<file path="src/flywheel_spindown_inertia_calibrator_macros.svh">
// Assertion helpers shared by the calibrator modules.
`ifndef FLYWHEEL_SPINDOWN_INERTIA_CALIBRATOR_MACROS_SVH
`define FLYWHEEL_SPINDOWN_INERTIA_CALIBRATOR_MACROS_SVH

// Same-cycle implication, disabled while in reset.
`define FSIC_ASSERT_IMP(lbl, ck, rs, ante, cons, msg) \
  lbl: assert property (@(posedge ck) disable iff (rs) (ante) |-> (cons)) else $error(msg);

// Next-cycle implication, disabled while in reset.
`define FSIC_ASSERT_NXT(lbl, ck, rs, ante, cons, msg) \
  lbl: assert property (@(posedge ck) disable iff (rs) (ante) |=> (cons)) else $error(msg);

`endif

</file>
<file path="src/fsic_pkg.sv">
// ---------------------------------------------------------------------------
// fsic_pkg
// Types and constants of the flywheel spindown inertia calibrator.
// ---------------------------------------------------------------------------
package fsic_pkg;

  localparam int VEL_W   = 24;
  localparam int TIME_W  = 48;
  localparam int DRAG_W  = 26;
  localparam int INER_W  = 25;
  localparam int CODE_W  = 4;
  localparam int CNT_W   = 4;
  localparam int CFG_W   = 48;
  localparam int PROD_W  = 2 * VEL_W;              // w0*wf
  localparam int NUM_W   = PROD_W + TIME_W + DRAG_W; // k*dt*w0*wf
  localparam int DEN_W   = 44;                     // 1e6*(w0-wf)
  localparam int QUO_W   = 45;                     // quotient bits below overflow
  localparam int STEP_W  = 6;

  localparam int SPINUP_DEBOUNCE   = 3;
  localparam int SPINDOWN_DEBOUNCE = 3;

  localparam logic [VEL_W-1:0]  VEL_MIN   = 24'd81920;    // 20 rad/s
  localparam logic [VEL_W-1:0]  DROP_MIN  = 24'd20480;    // 5 rad/s
  localparam logic [TIME_W-1:0] DT_MIN    = 48'd1000000;
  localparam logic [INER_W-1:0] INER_MIN  = 25'd167773;   // 0.01
  localparam logic [INER_W-1:0] INER_MAX  = 25'd16777216; // 1.0
  localparam logic [DRAG_W-1:0] DENOM_K   = 26'd40960000;
  localparam logic [19:0]       US_PER_S  = 20'd1000000;

  localparam logic [DRAG_W-1:0] RST_DRAG     = 26'd429497;
  localparam logic [CFG_W-1:0]  RST_OVERALL  = 48'd60000000;
  localparam logic [CFG_W-1:0]  RST_STOP     = 48'd2000000;

  typedef enum logic [1:0] {
    OP_PULSE  = 2'd0,
    OP_TICK   = 2'd1,
    OP_START  = 2'd2,
    OP_CANCEL = 2'd3
  } op_t;

  typedef enum logic [1:0] {
    CFG_DRAG    = 2'd0,
    CFG_OVERALL = 2'd1,
    CFG_STOP    = 2'd2
  } cfg_idx_t;

  typedef enum logic [2:0] {
    PH_IDLE     = 3'd0,
    PH_WAITING  = 3'd1,
    PH_SPINUP   = 3'd2,
    PH_SPINDOWN = 3'd3,
    PH_COMPLETE = 3'd4,
    PH_FAILED   = 3'd5
  } phase_t;

  localparam logic [CODE_W-1:0] FC_NONE     = 4'd0;
  localparam logic [CODE_W-1:0] FC_TIMEOUT  = 4'd1;
  localparam logic [CODE_W-1:0] FC_DRAG     = 4'd2;
  localparam logic [CODE_W-1:0] FC_VELOCITY = 4'd3;
  localparam logic [CODE_W-1:0] FC_DROP     = 4'd4;
  localparam logic [CODE_W-1:0] FC_DT       = 4'd5;
  localparam logic [CODE_W-1:0] FC_SHORT    = 4'd6;
  localparam logic [CODE_W-1:0] FC_DENOM    = 4'd7;
  localparam logic [CODE_W-1:0] FC_OVERFLOW = 4'd8;
  localparam logic [CODE_W-1:0] FC_RANGE    = 4'd9;

  typedef enum logic [3:0] {
    DP_NOP,
    DP_LOAD,
    DP_EVAL,
    DP_PREP,
    DP_CHKFAIL,
    DP_MULK_INIT,
    DP_MSTEP,
    DP_MULT_INIT,
    DP_OVF_FAIL,
    DP_DIV_INIT,
    DP_DSTEP,
    DP_FINISH,
    DP_OUT
  } dp_op_t;

  typedef struct packed {
    dp_op_t op;
  } dp_cmd_t;

  typedef struct packed {
    logic need_fin;
    logic pre_fail;
    logic ovf;
  } dp_stat_t;

  typedef enum logic [3:0] {
    ST_IDLE,
    ST_EVAL,
    ST_PREP,
    ST_CHECK,
    ST_MULK,
    ST_MTINIT,
    ST_MULT,
    ST_DIVCHK,
    ST_DIV,
    ST_FIN,
    ST_DONE
  } ctrl_state_t;

endpackage

</file>
<file path="src/fsic_dp.sv">
// ---------------------------------------------------------------------------
// fsic_dp
// Calibration state, event update, serial multiplier and restoring divider.
// ---------------------------------------------------------------------------
`include "flywheel_spindown_inertia_calibrator_macros.svh"

module fsic_dp #(
  parameter int SPINUP_DEBOUNCE   = fsic_pkg::SPINUP_DEBOUNCE,
  parameter int SPINDOWN_DEBOUNCE = fsic_pkg::SPINDOWN_DEBOUNCE
) (
  input  logic                        clk,
  input  logic                        rst,
  input  logic                        cfg_we,
  input  logic [1:0]                  cfg_addr,
  input  logic [fsic_pkg::CFG_W-1:0]  cfg_data,
  input  logic [1:0]                  in_op,
  input  logic [fsic_pkg::VEL_W-1:0]  in_vel,
  input  logic [fsic_pkg::TIME_W-1:0] in_time,
  input  fsic_pkg::dp_cmd_t           cmd,
  output fsic_pkg::dp_stat_t          stat,
  output logic [63:0]                 out_word
);

  localparam int VW = fsic_pkg::VEL_W;
  localparam int TW = fsic_pkg::TIME_W;
  localparam int NW = fsic_pkg::NUM_W;
  localparam int DW = fsic_pkg::DEN_W;
  localparam int QW = fsic_pkg::QUO_W;

  // configuration
  logic [fsic_pkg::DRAG_W-1:0] drag_cfg;
  logic [TW-1:0]               overall_to;
  logic [TW-1:0]               stop_to;

  always_ff @(posedge clk) begin
    if (rst) begin
      drag_cfg   <= fsic_pkg::RST_DRAG;
      overall_to <= fsic_pkg::RST_OVERALL;
      stop_to    <= fsic_pkg::RST_STOP;
    end else if (cfg_we) begin
      unique case (fsic_pkg::cfg_idx_t'(cfg_addr))
        fsic_pkg::CFG_DRAG:    drag_cfg   <= cfg_data[fsic_pkg::DRAG_W-1:0];
        fsic_pkg::CFG_OVERALL: overall_to <= cfg_data;
        fsic_pkg::CFG_STOP:    stop_to    <= cfg_data;
        default: ;
      endcase
    end
  end

  // latched word
  fsic_pkg::op_t op_r;
  logic [VW-1:0] vel_r;
  logic [TW-1:0] time_r;

  // calibration state
  fsic_pkg::phase_t            phase;
  fsic_pkg::phase_t            prev_phase;
  logic [TW-1:0]               start_time;
  logic [TW-1:0]               last_pulse;
  logic [fsic_pkg::DRAG_W-1:0] drag_use;
  logic [VW-1:0]               peak_vel;
  logic [TW-1:0]               peak_time;
  logic [VW-1:0]               final_vel;
  logic [TW-1:0]               final_time;
  logic [fsic_pkg::CNT_W-1:0]  up_cnt;
  logic [fsic_pkg::CNT_W-1:0]  down_cnt;
  logic [fsic_pkg::INER_W-1:0] inertia;
  logic [fsic_pkg::CODE_W-1:0] fcode;

  // arithmetic
  logic [fsic_pkg::PROD_W-1:0] prod;
  logic [49:0]                 dcheck;
  logic [DW-1:0]               den;
  logic [TW-1:0]               dt;
  logic [fsic_pkg::CODE_W-1:0] pre_code;
  logic [NW-1:0]               mcand;
  logic [NW-1:0]               acc;
  logic [TW-1:0]               mplier;
  logic [DW-1:0]               rem;
  logic [QW-1:0]               qn;

  logic [63:0] out_r;

  logic                        active;
  logic                        timed_out;
  logic                        stop_seen;
  logic [VW-1:0]               diff;
  logic [TW-1:0]               dt_c;
  logic [fsic_pkg::CODE_W-1:0] pre_code_c;
  logic [fsic_pkg::CNT_W-1:0]  up_inc;
  logic [fsic_pkg::CNT_W-1:0]  down_inc;
  logic                        below85;
  logic [DW:0]                 div_r2;
  logic                        div_ge;
  logic [fsic_pkg::INER_W-1:0] iq;

  always_comb begin
    active = (phase == fsic_pkg::PH_WAITING) || (phase == fsic_pkg::PH_SPINUP) ||
             (phase == fsic_pkg::PH_SPINDOWN);
    timed_out = {1'b0, time_r} > ({1'b0, start_time} + {1'b0, overall_to});
    stop_seen = (last_pulse != '0) && ({1'b0, time_r} >= ({1'b0, last_pulse} + {1'b0, stop_to}));
    up_inc    = (up_cnt == '1) ? up_cnt : up_cnt + 1'b1;
    down_inc  = (down_cnt == '1) ? down_cnt : down_cnt + 1'b1;
    below85   = (29'(vel_r) * 29'd20) < (29'(peak_vel) * 29'd17);
    diff      = peak_vel - final_vel;
    dt_c      = final_time - peak_time;
    if (drag_use == '0)
      pre_code_c = fsic_pkg::FC_DRAG;
    else if (peak_vel == '0 || final_vel == '0)
      pre_code_c = fsic_pkg::FC_VELOCITY;
    else if (peak_vel < final_vel || diff < fsic_pkg::DROP_MIN)
      pre_code_c = fsic_pkg::FC_DROP;
    else if (final_time <= peak_time)
      pre_code_c = fsic_pkg::FC_DT;
    else if (dt_c < fsic_pkg::DT_MIN)
      pre_code_c = fsic_pkg::FC_SHORT;
    else
      pre_code_c = fsic_pkg::FC_NONE;
    div_r2 = {rem, qn[QW-1]};
    div_ge = div_r2 >= {1'b0, den};
    iq     = qn[QW-1:QW-fsic_pkg::INER_W];
  end

  assign stat.need_fin = (op_r == fsic_pkg::OP_TICK) && active && !timed_out &&
                         (phase == fsic_pkg::PH_SPINDOWN) && stop_seen;
  assign stat.pre_fail = (pre_code != fsic_pkg::FC_NONE) || (dcheck < 50'(prod));
  assign stat.ovf      = acc[NW-1:QW] >= (NW-QW)'(den);

  // control state
  always_ff @(posedge clk) begin
    if (rst) begin
      phase      <= fsic_pkg::PH_IDLE;
      prev_phase <= fsic_pkg::PH_IDLE;
      start_time <= '0;
      last_pulse <= '0;
      drag_use   <= '0;
      peak_vel   <= '0;
      peak_time  <= '0;
      final_vel  <= '0;
      final_time <= '0;
      up_cnt     <= '0;
      down_cnt   <= '0;
      inertia    <= '0;
      fcode      <= '0;
    end else begin
      unique case (cmd.op)
        fsic_pkg::DP_EVAL: begin
          prev_phase <= phase;
          unique case (op_r)
            fsic_pkg::OP_START: begin
              phase      <= fsic_pkg::PH_WAITING;
              start_time <= time_r;
              last_pulse <= '0;
              drag_use   <= drag_cfg;
              peak_vel   <= '0;
              peak_time  <= '0;
              final_vel  <= '0;
              final_time <= '0;
              up_cnt     <= '0;
              down_cnt   <= '0;
              inertia    <= '0;
              fcode      <= '0;
            end
            fsic_pkg::OP_CANCEL: phase <= fsic_pkg::PH_IDLE;
            fsic_pkg::OP_TICK: begin
              if (active && timed_out) begin
                phase <= fsic_pkg::PH_FAILED;
                fcode <= fsic_pkg::FC_TIMEOUT;
              end
            end
            fsic_pkg::OP_PULSE: begin
              if (active) begin
                last_pulse <= time_r;
                if (timed_out) begin
                  phase <= fsic_pkg::PH_FAILED;
                  fcode <= fsic_pkg::FC_TIMEOUT;
                end else if (phase == fsic_pkg::PH_WAITING) begin
                  if (vel_r > fsic_pkg::VEL_MIN) begin
                    up_cnt <= up_inc;
                    if (up_inc >= fsic_pkg::CNT_W'(SPINUP_DEBOUNCE)) begin
                      phase     <= fsic_pkg::PH_SPINUP;
                      peak_vel  <= vel_r;
                      peak_time <= time_r;
                    end
                  end else begin
                    up_cnt <= '0;
                  end
                end else if (phase == fsic_pkg::PH_SPINUP) begin
                  if (vel_r > peak_vel) begin
                    peak_vel  <= vel_r;
                    peak_time <= time_r;
                    down_cnt  <= '0;
                  end else if (below85) begin
                    down_cnt <= down_inc;
                    if (down_inc >= fsic_pkg::CNT_W'(SPINDOWN_DEBOUNCE)) begin
                      phase      <= fsic_pkg::PH_SPINDOWN;
                      final_vel  <= vel_r;
                      final_time <= time_r;
                    end
                  end else begin
                    down_cnt <= '0;
                  end
                end else begin
                  final_vel  <= vel_r;
                  final_time <= time_r;
                end
              end
            end
            default: ;
          endcase
        end
        fsic_pkg::DP_PREP: inertia <= '0;
        fsic_pkg::DP_CHKFAIL: begin
          phase <= fsic_pkg::PH_FAILED;
          fcode <= (pre_code != fsic_pkg::FC_NONE) ? pre_code : fsic_pkg::FC_DENOM;
        end
        fsic_pkg::DP_OVF_FAIL: begin
          phase <= fsic_pkg::PH_FAILED;
          fcode <= fsic_pkg::FC_OVERFLOW;
        end
        fsic_pkg::DP_FINISH: begin
          inertia <= iq;
          if (iq < fsic_pkg::INER_MIN || iq > fsic_pkg::INER_MAX) begin
            phase <= fsic_pkg::PH_FAILED;
            fcode <= fsic_pkg::FC_RANGE;
          end else begin
            phase <= fsic_pkg::PH_COMPLETE;
            fcode <= fsic_pkg::FC_NONE;
          end
        end
        default: ;
      endcase
    end
  end

  // payload and arithmetic registers
  always_ff @(posedge clk) begin
    unique case (cmd.op)
      fsic_pkg::DP_LOAD: begin
        op_r   <= fsic_pkg::op_t'(in_op);
        vel_r  <= in_vel;
        time_r <= in_time;
      end
      fsic_pkg::DP_PREP: begin
        prod     <= fsic_pkg::PROD_W'(peak_vel) * fsic_pkg::PROD_W'(final_vel);
        dcheck   <= 50'(diff) * 50'(fsic_pkg::DENOM_K);
        den      <= DW'(diff) * DW'(fsic_pkg::US_PER_S);
        dt       <= dt_c;
        pre_code <= pre_code_c;
      end
      fsic_pkg::DP_MULK_INIT: begin
        mcand  <= NW'(prod);
        mplier <= TW'(drag_use);
        acc    <= '0;
      end
      fsic_pkg::DP_MULT_INIT: begin
        mcand  <= acc;
        mplier <= dt;
        acc    <= '0;
      end
      fsic_pkg::DP_MSTEP: begin
        if (mplier[0]) acc <= acc + mcand;
        mcand  <= {mcand[NW-2:0], 1'b0};
        mplier <= {1'b0, mplier[TW-1:1]};
      end
      fsic_pkg::DP_DIV_INIT: begin
        rem <= acc[QW+DW-1:QW];
        qn  <= acc[QW-1:0];
      end
      fsic_pkg::DP_DSTEP: begin
        rem <= div_ge ? DW'(div_r2 - {1'b0, den}) : div_r2[DW-1:0];
        qn  <= {qn[QW-2:0], div_ge};
      end
      fsic_pkg::DP_OUT: begin
        out_r <= {7'd0, peak_vel,
                  (phase == fsic_pkg::PH_FAILED) ? fcode : fsic_pkg::FC_NONE,
                  inertia, phase != prev_phase, phase};
      end
      default: ;
    endcase
  end

  assign out_word = out_r;

  `FSIC_ASSERT_IMP(a_fail_has_code, clk, rst, phase == fsic_pkg::PH_FAILED, fcode != fsic_pkg::FC_NONE, "failed phase without reason code")
  `FSIC_ASSERT_NXT(a_finish_ends, clk, rst, cmd.op == fsic_pkg::DP_FINISH, phase == fsic_pkg::PH_COMPLETE || phase == fsic_pkg::PH_FAILED, "finish did not end the run")

endmodule

</file>
<file path="src/fsic_ctrl.sv">
// ---------------------------------------------------------------------------
// fsic_ctrl
// Sequencer: handshakes, event update and the finalize arithmetic steps.
// ---------------------------------------------------------------------------
`include "flywheel_spindown_inertia_calibrator_macros.svh"

module fsic_ctrl (
  input  logic               clk,
  input  logic               rst,
  input  logic               s_tvalid,
  output logic               s_tready,
  output logic               m_tvalid,
  input  logic               m_tready,
  input  fsic_pkg::dp_stat_t stat,
  output fsic_pkg::dp_cmd_t  cmd
);

  localparam int SW = fsic_pkg::STEP_W;

  fsic_pkg::ctrl_state_t state, state_next;
  logic [SW-1:0] cnt, cnt_next;
  logic          out_free;
  logic          load_out;

  assign out_free = !m_tvalid || m_tready;

  always_ff @(posedge clk) begin
    if (rst) begin
      state    <= fsic_pkg::ST_IDLE;
      cnt      <= '0;
      m_tvalid <= 1'b0;
    end else begin
      state <= state_next;
      cnt   <= cnt_next;
      if (load_out)      m_tvalid <= 1'b1;
      else if (m_tready) m_tvalid <= 1'b0;
    end
  end

  always_comb begin
    state_next = state;
    cnt_next   = cnt;
    cmd.op     = fsic_pkg::DP_NOP;
    s_tready   = 1'b0;
    load_out   = 1'b0;
    unique case (state)
      fsic_pkg::ST_IDLE: begin
        s_tready = 1'b1;
        if (s_tvalid) begin
          cmd.op     = fsic_pkg::DP_LOAD;
          state_next = fsic_pkg::ST_EVAL;
        end
      end
      fsic_pkg::ST_EVAL: begin
        cmd.op     = fsic_pkg::DP_EVAL;
        state_next = stat.need_fin ? fsic_pkg::ST_PREP : fsic_pkg::ST_DONE;
      end
      fsic_pkg::ST_PREP: begin
        cmd.op     = fsic_pkg::DP_PREP;
        state_next = fsic_pkg::ST_CHECK;
      end
      fsic_pkg::ST_CHECK: begin
        cnt_next = '0;
        if (stat.pre_fail) begin
          cmd.op     = fsic_pkg::DP_CHKFAIL;
          state_next = fsic_pkg::ST_DONE;
        end else begin
          cmd.op     = fsic_pkg::DP_MULK_INIT;
          state_next = fsic_pkg::ST_MULK;
        end
      end
      fsic_pkg::ST_MULK: begin
        cmd.op   = fsic_pkg::DP_MSTEP;
        cnt_next = cnt + 1'b1;
        if (cnt == SW'(fsic_pkg::DRAG_W - 1)) state_next = fsic_pkg::ST_MTINIT;
      end
      fsic_pkg::ST_MTINIT: begin
        cmd.op     = fsic_pkg::DP_MULT_INIT;
        cnt_next   = '0;
        state_next = fsic_pkg::ST_MULT;
      end
      fsic_pkg::ST_MULT: begin
        cmd.op   = fsic_pkg::DP_MSTEP;
        cnt_next = cnt + 1'b1;
        if (cnt == SW'(fsic_pkg::TIME_W - 1)) state_next = fsic_pkg::ST_DIVCHK;
      end
      fsic_pkg::ST_DIVCHK: begin
        cnt_next = '0;
        if (stat.ovf) begin
          cmd.op     = fsic_pkg::DP_OVF_FAIL;
          state_next = fsic_pkg::ST_DONE;
        end else begin
          cmd.op     = fsic_pkg::DP_DIV_INIT;
          state_next = fsic_pkg::ST_DIV;
        end
      end
      fsic_pkg::ST_DIV: begin
        cmd.op   = fsic_pkg::DP_DSTEP;
        cnt_next = cnt + 1'b1;
        if (cnt == SW'(fsic_pkg::QUO_W - 1)) state_next = fsic_pkg::ST_FIN;
      end
      fsic_pkg::ST_FIN: begin
        cmd.op     = fsic_pkg::DP_FINISH;
        state_next = fsic_pkg::ST_DONE;
      end
      fsic_pkg::ST_DONE: begin
        if (out_free) begin
          cmd.op     = fsic_pkg::DP_OUT;
          load_out   = 1'b1;
          state_next = fsic_pkg::ST_IDLE;
        end
      end
      default: state_next = fsic_pkg::ST_IDLE;
    endcase
  end

  `FSIC_ASSERT_NXT(a_accept_eval, clk, rst, s_tvalid && s_tready, state == fsic_pkg::ST_EVAL, "accepted word not evaluated")
  `FSIC_ASSERT_NXT(a_div_len, clk, rst, state == fsic_pkg::ST_DIV && cnt == SW'(fsic_pkg::QUO_W - 1), state == fsic_pkg::ST_FIN, "divider step count wrong")
  `FSIC_ASSERT_NXT(a_done_out, clk, rst, state == fsic_pkg::ST_DONE && out_free, m_tvalid, "result not presented")

endmodule

</file>
<file path="src/flywheel_spindown_inertia_calibrator.sv">
// ---------------------------------------------------------------------------
// flywheel_spindown_inertia_calibrator
// Spindown calibration of flywheel inertia from pulse and tick events.
// ---------------------------------------------------------------------------
// Sequence: a word is loaded, evaluated and written to the output register; a tick
// that finalizes a run adds 26 + 48 multiply steps, 45 divide steps and overhead.
// Throughput: one word in flight; the shift-add multiplier and restoring
// divider set the finalize time. The output register frees the input side.
// Reset: synchronous, active high; state idle, config and run registers reset.
module flywheel_spindown_inertia_calibrator #(
  parameter int SPINUP_DEBOUNCE   = fsic_pkg::SPINUP_DEBOUNCE,
  parameter int SPINDOWN_DEBOUNCE = fsic_pkg::SPINDOWN_DEBOUNCE
) (
  input  logic        clk,
  input  logic        rst,
  input  logic        cfg_we,
  input  logic [1:0]  cfg_addr,
  input  logic [47:0] cfg_data,
  input  logic        s_tvalid,
  output logic        s_tready,
  input  logic [71:0] s_tdata,  // spin_rate[23:0], time_us[71:24]
  input  logic [1:0]  s_tuser,  // op[1:0]
  output logic        m_tvalid,
  input  logic        m_tready,
  output logic [63:0] m_tdata   // cal_state[2:0], changed[3], inertia[28:4],
                                // fail_reason[32:29], peak_velocity[56:33]
);

  fsic_pkg::dp_cmd_t  cmd;
  fsic_pkg::dp_stat_t stat;

  fsic_ctrl u_ctrl (
    .clk      (clk),
    .rst      (rst),
    .s_tvalid (s_tvalid),
    .s_tready (s_tready),
    .m_tvalid (m_tvalid),
    .m_tready (m_tready),
    .stat     (stat),
    .cmd      (cmd)
  );

  fsic_dp #(
    .SPINUP_DEBOUNCE   (SPINUP_DEBOUNCE),
    .SPINDOWN_DEBOUNCE (SPINDOWN_DEBOUNCE)
  ) u_dp (
    .clk      (clk),
    .rst      (rst),
    .cfg_we   (cfg_we),
    .cfg_addr (cfg_addr),
    .cfg_data (cfg_data),
    .in_op    (s_tuser),
    .in_vel   (s_tdata[23:0]),
    .in_time  (s_tdata[71:24]),
    .cmd      (cmd),
    .stat     (stat),
    .out_word (m_tdata)
  );

endmodule

</file>
<file path="config.mk">
export PLATFORM = sky130hd
export DESIGN_NAME = flywheel_spindown_inertia_calibrator
export DESIGN_NICKNAME = d
export VERILOG_FILES = /design/src/fsic_pkg.sv /design/src/fsic_dp.sv /design/src/fsic_ctrl.sv /design/src/flywheel_spindown_inertia_calibrator.sv
export VERILOG_INCLUDE_DIRS = /design/src /design/src/src
export SDC_FILE = /design/constraint.sdc
export NUM_CORES = 2
export LEC_CHECK = 0
export ABC_AREA = 1
export BUFFER_PORTS_ARGS = -buffer_cell sky130_fd_sc_hd__buf_2
export CORE_MARGIN = 2
export CORE_UTILIZATION = 57
export CTS_CLUSTER_SIZE = 10
export DETAILED_ROUTE_END_ITERATION = 10
export PLACE_DENSITY = 0.72
export SYNTH_ARGS = -nofsm -noshare
export SYNTH_HDL_FRONTEND = slang
export SYNTH_SLANG_ARGS = --single-unit
</file>
<file path="constraint.sdc">
create_clock -name clk -period 14.95 [get_ports clk]
set_input_delay 2.2425 -clock clk [delete_from_list [all_inputs] [get_ports clk]]
set_output_delay 2.2425 -clock clk [all_outputs]
set_load 0.005 [all_outputs]
</file>
Yosys cells after proc, flatten, opt, wreduce, memory -nomap -nowiden:

Index checks and enable logic that the tools add are counted.

* register bits: 1126
* latch bits: 0
* bits in writable memories: 0
* memory bits (read-only): 0
* bits of input ports: 129
* output and inout port bits: 66
* memories kept: 0

* add/sub/neg operators: 9
* multipliers: 5
* divide/modulo/power cells: 0
* $lt $le $gt $ge: 16
* equal/unequal tests: 66
* shift-type cells: 0
* mux-type cells: 101
* bitwise operators: 0
* reductions and logical operators: 53

Operator list (count)
* $mux W48: 15
* $pmux W122 S3: 1
* $mux W24: 14
* $pmux W48 S2: 3
* $pmux W122 S2: 1
* $pmux W48 S3: 1
* $add A122 B122 Y122: 1
* $mux W122: 1
* $mux W4: 25
* $add A48 B48 Y49: 2
* $pmux W24 S2: 2
* $pmux W45 S2: 1
* $pmux W44 S2: 1
* $ge A77 B44 Y1: 1
* $pmux W25 S3: 1
* $lt A50 B48 Y1: 1
* $ge A48 B49 Y1: 1
* $gt A48 B49 Y1: 1
* $le A48 B48 Y1: 1
* $logic_not A24 Y1: 2
* $lt A48 B20 Y1 const B: 1
* $mul A24 B24 Y48: 1
* $reduce_bool A48 Y1: 1
* $sub A48 B48 Y48: 1
* other kinds (69): 170

Logic depth before layout (Yosys ltp):

* depth in word-level cells: 12
* depth in mapped cells: 38
* mapped depth without buffers: 37

Cells and area by module:

A second synthesis with hierarchy kept.

* cells, all modules: 13097
* area total of the unflattened synthesis: 101950.3 um2

By module, submodules not included
* fsic_dp: times used 1, cells an instance 12967, area an instance 101152.0 um2
* fsic_ctrl: times used 1, cells an instance 130, area an instance 798.3 um2

Worst setup path before layout:

Ideal clock, no wire load.

* path type: register to register
* from: reg u_ctrl.state[1]
* to: reg u_dp.acc[0] (enable)
* arrival time: 10997 ps
* data required time: 14465 ps
* slack: 3468 ps
* cell stages (with the launch flop): 9
* cells stage by stage: dfxtp_1 inv_1 nor2_1 inv_1 nor2_1 nor3_1 o211ai_1 o21ai_0 nand2_1

* cells in the longest elaborated chain, start to end: 7
* elaborated cells on any way between the ends: 20
* those cells by class: 14 x eq/ne; 1 x mux; 5 x reduce/logical

Ends and longest elaborated chain
* from (decl): line fsic_ctrl.sv:20 `fsic_pkg::ctrl_state_t state, state_next;`
* from (signal assigned): line fsic_ctrl.sv:29 `state <= fsic_pkg::ST_IDLE;`
* from (signal assigned): line fsic_ctrl.sv:33 `state <= state_next;`
* $eq A4 B3 Y1: line fsic_ctrl.sv:46 `unique case (state)`
* $reduce_or A2 Y1 (no source line)
* $pmux W4 S10 (*): line fsic_ctrl.sv:46
* $eq A4 B3 Y1: line fsic_dp.sv:238 `unique case (cmd.op)`
* $reduce_or A2 Y1 (no source line)
* $reduce_bool A2 Y1 (no source line)
* $reduce_and A2 Y1 (no source line) (*)
* to (signal assigned): line fsic_dp.sv:262 `if (mplier[0]) acc <= acc + mcand;`
* to (decl): line fsic_dp.sv:77 `logic [NW-1:0] acc;`

Mark *: on every way between the ends. The rest lies on a longest branch, timed or not.
A chain may end at the register's enable or synchronous reset.

Final worst setup path:

* from: reg u_dp.peak_vel[0]
* to: reg u_dp.den[40], data pin

* cells in the longest elaborated chain, start to end: 2

Ends and longest elaborated chain
* from (decl): line fsic_dp.sv:61 `logic [VW-1:0] peak_vel;`
* from (signal assigned): line fsic_dp.sv:182 `peak_vel <= vel_r;`
* from (signal assigned): line fsic_dp.sv:190 `peak_vel <= vel_r;`
* $sub A24 B24 Y24: line fsic_dp.sv:105 `diff = peak_vel - final_vel;`
* $mul A24 B14 Y38: line fsic_dp.sv:247 `den <= DW'(diff) * DW'(fsic_pkg::US_PER_S);`
* to (signal assigned): line fsic_dp.sv:247
* to (decl): line fsic_dp.sv:73 `logic [DW-1:0] den;`

No other way between the ends.

==> reports/metrics.yaml <==
clocking:
  h-tree-depth: 4
  cts_setup_buffers: 0
  cts_tree: "done"
  ctsLongestPathBuffers: 3
  cts-root-buf: "clkbuf_16"
  cts_resized: 0
  clock_latency_ns: 0.81
  numCtsBuffers: 138
  clkTransAtPathRegs_ns: 0.06
  clock_sinks: 1122
  cts.hold.buffers_added: 0
run_status:
  outcome: "complete, no violations"
final_layout:
  num-fill-cells: 15530
  drive_gt1_share_pct: 4.636
  nets: 14510
  syn_to_final_growth_pct: 7.392
  design_area_um2: 107500
floorplan:
  die_w_um: 423.0
  dieArea_um2: 179000
  core_area_um2: 174200
  num_rows: 153
  die_h_um: 423.0
  boundaryPins: 195
  start_util_pct: 57.45
timing:
  setup_viol: 0
  rsz0062_at_grt: "no"
  postLayoutSetupSlackWorst_ns: 5.961
  holdWs_ns: 0.4295
  slew_viol_final: 0
  max_slew_margin_pct: 9.375
  tns_ns: 0
  period_share_pct: 60.13
  clock_skew_ns: 0.04720
  max_clock_freq_mhz: 111.2
  hold_viol: 0
  min_period_ns: 8.989
  tightest_slew_ns: 1.355
grt:
  grtUsageTotal_pct: 37.09
  antenna_found_initial: 13
  overflow: 0
  grt_pass1_vias: 87710
  grt_max_degree: 102
  grt_pass1_wl_um: 512300
yosys:
  synth.distinct_cells: 73
  ys_warn_count: 0
  synth_seq_cells: 1122
  syn_area_um2: 100100
  yosys-top-cells-count: "2356 x inv_1, 2329 x nand2_1, 1177 x a21oi_1, 1144 x nor2_1, 1059 x ha_1"
  synth_ff_type: "edfxtp_1"
  yosysSeqAreaShare_pct: 29.24
  synth_top_cell_by_area: "edfxtp_1"
  synth.most_common_cell: "inv_1"
  syn_avg_cell_area_um2: 7.916
  synthCells: 12640
  ys_async_sr_fraction_pct: 0
  synthTopCellsByArea: "edfxtp_1 20%, ha_1 13%, fa_1 12%"
  synth_enable_flop_cells: 680
  yosysTopAreaCellShare_pct: 20.40
min_path:
  hold_path_class: "reg -> reg"
  hp-start: "u_dp.inertia[2]$_SDFFE_PP0P_"
critical_path:
  cp_max_fo: 28
  cp-end-kind: "flop"
  r2r-start: "u_dp.peak_vel[0]$_SDFFE_PP0P_"
  path_class: "reg -> reg"
  startpoint_type: "flop"
  crit_path_start: "u_dp.peak_vel[0]$_SDFFE_PP0P_"
  critPathBufInv: 6
  worst_ep_required_time_ns: 15.49
  crit_arrival_ns: 9.53
  critPathMaxStageDelay_ns: 0.71
  critPathSlowestCell: "xor2_1"
  cp_top_family: "adder cells"
place:
  port_buffers: 187
  gp_congestion: 1.073
  place_worst_setup_slack_ns: 6.009
  dp_hpwl_um: 264800
  post_dp_cell_area_um2: 103300
route:
  vias: 88250
  wl_per_cell_um: 22.17
  antenna_left: 0
  wirelength_um: 335200
  first_pass_iters: 8
  drc: 0
  via_per_inst: 5.837
  drtIter0Drc: 8534
run:
  drv_cap: 0
-- cells in the final DEF (no fill, tap or decap), types with 37 or more instances in the layout --
cell type	netlist	routed
inv_1	2356	2353
nand2_1	2329	2325
a21oi_1	1177	1177
nor2_1	1144	1136
ha_1	1059	1059
o21ai_0	709	706
edfxtp_1	680	680
fa_1	613	613
dfxtp_1	442	442
nand3_1	382	381
xor2_1	214	214
buf_2	22	186
xnor2_1	150	150
clkbuf_16	0	141
nand4_1	108	108
a31oi_1	104	104
o211ai_1	102	102
buf_4	9	102
nor4_1	84	83
nor3_1	84	81
o21a_1	80	80
a32o_1	57	57
clkbuf_1	306	52
a21o_1	45	45
o21bai_1	44	44
o21ai_1	36	37
-- final cells by class --
class                   instances  area, um^2  area share (%)
inverters                    2362        8872           8.255
diodes                          3       7.507        0.006985
multi-input cells            8794       60530           56.32
well taps                    2325        2909           2.707
repair buffers                289        1708           1.589
clock inverters                26       392.9          0.3655
flip-flops and latches       1122       29270           27.23
clock buffers                 198        3792           3.528
-- per-layer routing --
layer	wire [um]	vias to the layer above	share of wire [%]	GRT usage [%]
li1	-	41340	-	-
met1	140500	42220	42	50.23
met2	146500	3985	44	57.12
met3	32760	684	9.8	8.542
met4	15390	18	4.6	15.60
met5	125	-	0.037	0
-- flip-flops by register name, summed over array words and instances, names as in the netlist, 24 cells and up --
| register | cells |
|---|---|
| u_dp.last_pulse | 48 |
| u_dp.acc | 122 |
| u_dp.mplier | 48 |
| u_dp.prod | 48 |
| u_dp.peak_vel | 24 |
| u_dp.mcand | 122 |
| u_dp.drag_use | 26 |
| u_dp.inertia | 25 |
| u_dp.start_time | 48 |
| u_dp.rem | 44 |
| u_dp.den | 35 |
| u_dp.overall_to | 48 |
| u_dp.vel_r | 24 |
| u_dp.final_vel | 24 |
| u_dp.final_time | 48 |
| u_dp.dt | 48 |
| u_dp.time_r | 48 |
| u_dp.out_word | 57 |
| u_dp.qn | 45 |
| u_dp.drag_cfg | 26 |
| u_dp.stop_to | 48 |
| u_dp.peak_time | 48 |
| u_dp.dcheck | 34 |
-- path summary, 6_finish.rpt --
path | cells after the start | slack (ns) | end
worst max register to register | 32 | 5.96 | u_dp.den[40]$_DFFE_PN_
worst min register to register | 0 | 0.43 | u_dp.out_word[6]$_DFFE_PN_
worst min-delay path | 0 | 0.43 | u_dp.out_word[6]$_DFFE_PN_
worst max-delay path | 32 | 5.96 | u_dp.den[40]$_DFFE_PN_
-- metrics by stage --
stage | util [%] | cells
global route | 61.69 | 15120
floorplan | - | 12650
CTS | 61.69 | 15120
detailed placement | 59.29 | 14890
finish | 61.70 | 15120
global placement | 59.29 | 14890
-- cell families after synthesis --
group | after synthesis | synth area share, %
other cells | 1 | 0.003747
buf+inv | 2733 | 10.44
xor+xnor | 364 | 3.185
simple gates | 4236 | 17.37
mux | 1 | 0.01000
compound gates | 2514 | 14.24
flops | 1122 | 29.24
fa+ha+maj | 1672 | 25.50
Power is not shown: default switching activity piles up to over one toggle a cycle in this logic, so the estimate is an artifact.
